===== src/hdl/mva_pkg.sv =====
// Shared types, constants and codes of the mesh vertex normal accumulator.
// No dependencies; every other file of the block imports this package.
package mva_pkg;

  localparam int MAX_VERTICES = 1024;
  localparam int VIDX_W       = $clog2(MAX_VERTICES);
  localparam int VCNT_W       = 11;
  localparam int POS_W        = 16;
  localparam int CORNER_W     = 16;
  localparam int NORM_W       = 20;
  localparam int ACC_W        = 24;
  localparam int ACC_ENT_W    = 3 * ACC_W + 1;
  localparam int CROSS_W      = 35;
  localparam int MAG_W        = 31;
  localparam int SUM_W        = 64;
  localparam int LEN_W        = 32;
  localparam int QUOT_W       = 18;
  localparam int DIVN_W       = 46;
  localparam int MUL_W        = 33;
  localparam int SCALE_W      = 16;
  localparam int FRAC_W       = 14;
  localparam int STEP_W       = 3;
  localparam int CFG_IDX_W    = 2;
  localparam int CFG_DATA_W   = 16;

  localparam logic [CFG_IDX_W-1:0] CFG_VERTEX_COUNT = 2'd0;
  localparam logic [CFG_IDX_W-1:0] CFG_WINDING      = 2'd1;
  localparam logic [CFG_IDX_W-1:0] CFG_SCALE        = 2'd2;

  localparam logic [SCALE_W-1:0] SCALE_RESET = 16'd4096;

  localparam logic [1:0] CORNER_ORDER [2][3] = '{'{2'd0, 2'd1, 2'd2}, '{2'd0, 2'd2, 2'd1}};

  localparam logic [1:0] REQ_LOAD = 2'd0;
  localparam logic [1:0] REQ_FACE = 2'd1;
  localparam logic [1:0] REQ_READ = 2'd2;

  typedef struct packed {
    logic [1:0]              req_type;
    logic [VIDX_W-1:0]       vertex_index;
    logic signed [POS_W-1:0] pos_x;
    logic signed [POS_W-1:0] pos_y;
    logic signed [POS_W-1:0] pos_z;
    logic [CORNER_W-1:0]     corner_a;
    logic [CORNER_W-1:0]     corner_b;
    logic [CORNER_W-1:0]     corner_c;
    logic                    face_active;
  } req_t;

  typedef struct packed {
    logic                     result_kind;
    logic signed [NORM_W-1:0] norm_x;
    logic signed [NORM_W-1:0] norm_y;
    logic signed [NORM_W-1:0] norm_z;
    logic                     degenerate;
    logic                     face_skipped;
    logic                     vertex_used;
  } rsp_t;

  typedef enum logic [4:0] {
    OP_NOP, OP_CLEAR, OP_PREAD, OP_PLATCH, OP_XMUL, OP_XACC, OP_AREAD, OP_ALATCH,
    OP_MAG, OP_SQMUL, OP_SQACC, OP_SQGO, OP_DEGEN, OP_SCMUL, OP_DIVGO, OP_NSTORE,
    OP_AWRITE, OP_EMIT
  } op_t;

  typedef struct packed {
    op_t               op;
    logic [STEP_W-1:0] step;
    logic              take;
  } ctrl_cmd_t;

  typedef struct packed {
    logic       clr_last;
    logic       sqrt_done;
    logic       len_zero;
    logic       div_done;
    logic       out_free;
    logic [1:0] in_type;
    logic       in_active;
    logic       cur_face;
    logic [2:0] corner_ok;
  } ctrl_sts_t;

  typedef enum logic [18:0] {
    S_CLEAR   = 19'h00001,
    S_IDLE    = 19'h00002,
    S_PREAD   = 19'h00004,
    S_PLATCH  = 19'h00008,
    S_XMUL    = 19'h00010,
    S_XACC    = 19'h00020,
    S_RDREAD  = 19'h00040,
    S_RDLATCH = 19'h00080,
    S_MAG     = 19'h00100,
    S_SQMUL   = 19'h00200,
    S_SQACC   = 19'h00400,
    S_SQGO    = 19'h00800,
    S_SQWAIT  = 19'h01000,
    S_SCMUL   = 19'h02000,
    S_DIVGO   = 19'h04000,
    S_DIVWAIT = 19'h08000,
    S_ACRD    = 19'h10000,
    S_ACWR    = 19'h20000,
    S_EMIT    = 19'h40000
  } state_t;

endpackage


===== src/hdl/mva_ctrl.sv =====
// Controller state machine: sequences the datapath one request at a time.
// Depends on mva_pkg for command, status and state types.
module mva_ctrl import mva_pkg::*; (
  input  logic      clk,
  input  logic      rst,
  input  logic      req_valid,
  output logic      req_stall,
  input  ctrl_sts_t sts,
  output ctrl_cmd_t cmd
);

  state_t            state;
  state_t            state_next;
  logic [STEP_W-1:0] step;
  logic [STEP_W-1:0] step_next;

  always_ff @(posedge clk) begin
    if (rst) begin
      state <= S_CLEAR;
      step  <= '0;
    end else begin
      state <= state_next;
      step  <= step_next;
    end
  end

  always_comb begin
    state_next = state;
    step_next  = step;
    cmd.op     = OP_NOP;
    cmd.step   = step;
    cmd.take   = 1'b0;
    req_stall  = state != S_IDLE;
    unique case (state)
      S_CLEAR: begin
        cmd.op = OP_CLEAR;
        if (sts.clr_last) state_next = S_IDLE;
      end
      S_IDLE: begin
        if (req_valid) begin
          cmd.take  = 1'b1;
          step_next = '0;
          unique case (sts.in_type)
            REQ_FACE: state_next = sts.in_active ? S_PREAD : S_EMIT;
            REQ_READ: state_next = S_RDREAD;
            default:  state_next = S_IDLE;
          endcase
        end
      end
      S_PREAD: begin
        cmd.op     = OP_PREAD;
        state_next = S_PLATCH;
      end
      S_PLATCH: begin
        cmd.op = OP_PLATCH;
        if (step == STEP_W'(2)) begin
          step_next  = '0;
          state_next = S_XMUL;
        end else begin
          step_next  = step + 1'b1;
          state_next = S_PREAD;
        end
      end
      S_XMUL: begin
        cmd.op     = OP_XMUL;
        state_next = S_XACC;
      end
      S_XACC: begin
        cmd.op = OP_XACC;
        if (step == STEP_W'(5)) begin
          step_next  = '0;
          state_next = S_MAG;
        end else begin
          step_next  = step + 1'b1;
          state_next = S_XMUL;
        end
      end
      S_RDREAD: begin
        cmd.op     = OP_AREAD;
        state_next = S_RDLATCH;
      end
      S_RDLATCH: begin
        cmd.op     = OP_ALATCH;
        state_next = S_MAG;
      end
      S_MAG: begin
        cmd.op     = OP_MAG;
        step_next  = '0;
        state_next = S_SQMUL;
      end
      S_SQMUL: begin
        cmd.op     = OP_SQMUL;
        state_next = S_SQACC;
      end
      S_SQACC: begin
        cmd.op = OP_SQACC;
        if (step == STEP_W'(2)) begin
          step_next  = '0;
          state_next = S_SQGO;
        end else begin
          step_next  = step + 1'b1;
          state_next = S_SQMUL;
        end
      end
      S_SQGO: begin
        cmd.op     = OP_SQGO;
        state_next = S_SQWAIT;
      end
      S_SQWAIT: begin
        if (sts.sqrt_done) begin
          step_next = '0;
          if (sts.len_zero) begin
            cmd.op     = OP_DEGEN;
            state_next = sts.cur_face ? S_ACRD : S_EMIT;
          end else begin
            state_next = sts.cur_face ? S_DIVGO : S_SCMUL;
          end
        end
      end
      S_SCMUL: begin
        cmd.op     = OP_SCMUL;
        state_next = S_DIVGO;
      end
      S_DIVGO: begin
        cmd.op     = OP_DIVGO;
        state_next = S_DIVWAIT;
      end
      S_DIVWAIT: begin
        if (sts.div_done) begin
          cmd.op = OP_NSTORE;
          if (step == STEP_W'(2)) begin
            step_next  = '0;
            state_next = sts.cur_face ? S_ACRD : S_EMIT;
          end else begin
            step_next  = step + 1'b1;
            state_next = sts.cur_face ? S_DIVGO : S_SCMUL;
          end
        end
      end
      S_ACRD: begin
        if (sts.corner_ok[step[1:0]]) begin
          cmd.op     = OP_AREAD;
          state_next = S_ACWR;
        end else if (step == STEP_W'(2)) begin
          state_next = S_EMIT;
        end else begin
          step_next = step + 1'b1;
        end
      end
      S_ACWR: begin
        cmd.op = OP_AWRITE;
        if (step == STEP_W'(2)) begin
          state_next = S_EMIT;
        end else begin
          step_next  = step + 1'b1;
          state_next = S_ACRD;
        end
      end
      S_EMIT: begin
        if (sts.out_free) begin
          cmd.op     = OP_EMIT;
          state_next = S_IDLE;
        end
      end
      default: begin
        state_next = S_IDLE;
      end
    endcase
  end

endmodule


===== config.mk =====
export PLATFORM = sky130hd
export DESIGN_NAME = mva_ctrl
export DESIGN_NICKNAME = d
export VERILOG_FILES = /design/src/hdl/mva_pkg.sv /design/src/hdl/mva_ctrl.sv
export SDC_FILE = /design/constraint.sdc
export NUM_CORES = 1
export LEC_CHECK = 0
export BUFFER_PORTS_ARGS = -buffer_cell sky130_fd_sc_hd__buf_2
export CORE_MARGIN = 1
export CORE_UTILIZATION = 55
export DETAILED_ROUTE_END_ITERATION = 8
export PLACE_DENSITY_LB_ADDON = 0.12
export SLEW_MARGIN = 10
export SYNTH_ARGS = -nofsm -noshare
export SYNTH_HDL_FRONTEND = slang
export SYNTH_SLANG_ARGS = --single-unit

===== constraint.sdc =====
create_clock -name clk -period 2.92 [get_ports clk]
set_clock_uncertainty 0.1 [all_clocks]
set_input_delay 0.292 -clock clk [delete_from_list [all_inputs] [get_ports clk]]
set_output_delay 0.292 -clock clk [all_outputs]
set_load 0.02 [all_outputs]

After elaboration in Yosys (flattened, before gate mapping)
Index checks and enable logic that the tools add are counted.

Add/sub/neg operators: 1. Magnitude comparators: 1. Equality and inequality tests: 31. Multiplexer cells: 36. Reduce and logical (&&, ||, !) cells: 4.

Operator list (number): $pmux W19 S19 (1); $mux W19 (12); $pmux W5 S18 (1); $pmux W19 S2 (1); $mux W3 (8); $pmux W3 S8 (1); $eq A19 B1 Y1 const B (1); $eq A19 B10 Y1 const B (1); $eq A19 B11 Y1 const B (1); $eq A19 B12 Y1 const B (1); $eq A19 B13 Y1 const B (1); $eq A19 B14 Y1 const B (1); $eq A19 B15 Y1 const B (1); $eq A19 B16 Y1 const B (1); $eq A19 B17 Y1 const B (1); $eq A19 B18 Y1 const B (1); $eq A19 B19 Y1 const B (1); $eq A19 B2 Y1 const B (1); $eq A19 B3 Y1 const B (1); $eq A19 B4 Y1 const B (1); $eq A19 B5 Y1 const B (1); $eq A19 B6 Y1 const B (1); $eq A19 B7 Y1 const B (1); $eq A19 B8 Y1 const B (1); 21 further kinds (31).

Bits in registers: 22. Input bits: 15. Output and inout port bits: 10. Word-level logic and storage cells: 75.

Depth between registers and ports, before layout
Depth in word-level cells: 4. Depth in mapped cells: 9. Depth with buffers taken out: 8.

Least setup slack after synthesis
Ideal clock, no wire load.

Path kind: flip-flop to flip-flop. Start: reg step[0]. End: reg step[0]. Library setup time: 87 ps. Data arrival time: 2341 ps. Data required time: 2733 ps. Path slack: 392 ps. Cell stages (with the launch flop): 7. Buffers on the path: 0. Clock period less this slack: 2528 ps. Cell sequence: dfxtp_1 -> mux2_2 -> a21oi_1 -> nor3_1 -> or4_1 -> or4b_1 -> o31ai_1.

Word-level cells in the longest chain between the ends: 4. Elaborated cells between the ends (all ways): 13. Classes of those cells: add/sub: 1; eq/ne: 3; mux: 8; reduce/logical: 1.

RTL lines: start: declaration (line mva_ctrl.sv:14) `logic [STEP_W-1:0] step;`; start signal: assignment (line mva_ctrl.sv:23) `step <= step_next;`; $add A3 B1 Y3, or another cell as far along; $mux W3, or another cell as far along (line mva_ctrl.sv:144, mva_ctrl.sv:152); $mux W3, or another cell as far along (line mva_ctrl.sv:141) `if (sts.corner_ok[step[1:0]]) begin`; $pmux W3 S8 / $reduce_and A5 Y1 (equally long branches).

Several ways; a longest one is shown, not always the timed one. The select of a mux whose other input is x is not followed. A chain may end at the register's enable or synchronous reset.

==> results.py <==
metrics = {
    "run_status": {
        "status": "complete, no violations",
    },
    "global_routing": {
        "overflow": 0,
        "grt.total_usage_pct": 31.4,
        "grt_max_degree": 14,
        "antenna_found_initial": 0,
        "grt_pass1_wl_um": 8520,
        "grt_pass1_vias": 1810,
    },
    "synth": {
        "synth_seq_cells": 22,
        "yosys_most_used_dff": "dfxtp_1",
        "synth_seq_area_share_pct": 23.3,
        "yosysUniqueCellTypes": 61,
        "synth_area_leader_cell": "dfxtp_1",
        "syn_area_um2": 1890,
        "synth_edf_count": 0,
        "synth_top_area_share_pct": 23.3,
        "synth_area_leaders": "dfxtp_1 (23%), nor2_1 (5.2%), nor4_1 (5.0%)",
        "async_flop_share_pct": 0,
        "syn_inst": 237,
        "synth_warnings": 0,
        "syn_avg_cell_area_um2": 7.97,
        "synthesis.nets": 257,
    },
    "pwr": {
        "power_frac_comb_pct": 21.8,
        "power_frac_seq_pct": 50.3,
        "swShare_pct": 30.0,
        "power_density_nw_per_um2": 285,
        "leakage_uw": 0.000862,
        "power.switching_uw": 186,
        "intPower_uw": 434,
        "power_frac_clock_pct": 27.9,
        "vdd_ir_drop_max_mv": 0.319,
    },
    "worst_setup_path": {
        "crit_chain": "or4_1 -> or3_4 -> nor3_4 -> buf_4 -> and2_1 -> buf_2",
        "critPathLaunch": "state[14]",
        "path_class": "reg -> out",
        "crit_path_end_kind": "output pin",
        "max_stage_delay_ns": 0.60,
        "r2r-start": "step[0]",
        "arrival_ns": 2.37,
        "required_ns": 2.53,
        "critPathLaunchType": "flip-flop",
        "cpMaxStageDelayCell": "or4_1",
        "path_max_fanout": 10,
    },
    "clock_network": {
        "numCtsBuffers": 3,
        "clk_pin_slew_ns": 0.13,
        "clkSinkCount": 22,
        "clkLatencyLatePin_ns": 0.32,
        "cts_root_buffer": "clkbuf_4",
        "h-tree-depth": 1,
        "cts_tree": "built",
        "cts_buffer_depth": 2,
    },
    "drt": {
        "remaining_drc_errors": 0,
        "viasPerCell": 6.50,
        "wl_um": 5300,
        "dr.pass1.iters": 4,
        "via_count": 2028,
        "postRouteAntennaNets": 0,
        "wl_per_cell_um": 17.0,
        "drt_iter0_markers": 228,
    },
    "layout": {
        "final_cell_mix": "nor2_1 (26), buf_2 (24), dfxtp_1 (22)",
        "final_common_cell": "nor2_1",
        "areaGrowthSynthToFinish_pct": 15.2,
        "n_antenna_cell": 0,
        "instances_no_fill": 312,
        "postLayoutCoreUtil_pct": 69.0,
        "nets": 289,
        "drive_gt1_share_pct": 25.0,
    },
    "sta": {
        "post-route-period-util_pct": 94.7,
        "finalHoldViolCount": 0,
        "rsz0062_at_grt": "no",
        "setup_viol": 0,
        "hold_ws_ns": 0.0735,
        "fin_crit_ns": 2.77,
        "worst-slew-pin-transition_ns": 0.884,
        "relSlewSlack_pct": 40.2,
        "setup-tns-final_ns": 0,
        "maxSlewViolCount": 0,
        "fmax_ghz": 0.362,
    },
    "placement": {
        "io_buffers": 24,
        "dp_cells": 306,
        "place_congestion": 0.975,
        "place_hpwl_um": 4230,
    },
    "worst_hold_path": {
        "hold_start": "sts[3]",
        "min_path_type": "in -> reg",
    },
    "die": {
        "fp.dieW_um": 60.6,
        "die_h_um": 60.6,
        "ios": 25,
        "die_area_um2": 3670,
        "start_util_pct": 59.9,
        "core-area_um2": 3150,
        "rows": 20,
    },
    "job": {
        "drv_cap": 0,
    },
}
## registers in the layout, indices dropped and copies added (netlist names)
name,count
step,3
state,19
## layer usage
layer / GRT usage [%] / routed length, um / vias up
li1: - / - / 986
met1: 42.7 / 2280 / 941
met2: 50.7 / 2460 / 83
met3: 5.33 / 437 / 18
met4: 10.4 / 112 / 0
met5: 0 / 0 / -
## per-stage QoR
step	setup slack [ns]	power (uW)	instance area [um2]
2_1_floorplan	0.392	400	1890
3_3_place_gp	0.303	445	2090
3_5_place_dp	0.287	446	2090
4_1_cts	0.0288	620	2140
5_1_grt	0.0309	647	2180
6_report	0.155	621	2180
## synth_stat cells, types with 4 or more instances
cell type  number
nand2_1        14
nand4b_1        4
nand2b_1        7
inv_1           8
nand3b_1        6
or4_1           6
nor3_1         12
clkbuf_1        4
buf_2           5
nor4_1         15
nand3_1         6
a21oi_1         9
nand4_1         8
xor2_1          4
dfxtp_1        22
ha_1            5
nor4b_1         4
nor2b_1         4
nor2_1         26
## cells by family (layout without fill, tap and decap cells)
kind of cell / count (synthesis) / count (layout) / synth area share (%)
AOI/OAI and AO/OA: 41 / 41 / 16.8
xor gates and xnor gates: 6 / 6 / 2.78
adders and majority gates: 5 / 5 / 3.31
buffers and inverters: 20 / 51 / 5.10
DFF: 22 / 22 / 23.3
muxes: 1 / 1 / 0.596
and+or+nand+nor: 142 / 142 / 48.1
## power groups by stage
stage / Combinational, uW / Clock [uW] / Sequential, uW
floorplan: 84.4 / 0 / 315
global placement: 128 / 0 / 317
detailed placement: 128 / 0 / 318
CTS: 130 / 178 / 312
global route: 147 / 187 / 313
finish: 135 / 173 / 312
## critical path: cells and delay by family, from the launching register on
family | cells | cell delay (ns)
flops | 1 | 0.44
simple gates | 4 | 1.31
buf+inv | 2 | 0.30
## final timing paths
| check | end | slack, ns | cells after the start |
|---|---|---|---|
| worst max register to register | step[0] | 0.25 | 6 |
| worst max-delay path | cmd[0] | 0.15 | 6 |
| worst min register to register | step[1] | 0.50 | 2 |
| worst min-delay path | state[13] | 0.07 | 2 |
## area by class of cell
cell class / instances / area [um2]
multi-input combinational: 195 / 1390
clock buffer: 4 / 36.3
inverter: 9 / 33.8
sequential: 22 / 440
fill: 271 / 976
tap: 44 / 55.1
timing repair buffer: 38 / 225
## what timing repair did
action	CTS	global route
setup endpoints to repair	2	4
hold buffers	0	0
setup buffers	0	2
pin swaps	0	3
gates resized for setup	1	5
(Power assumes the default switching activity.)
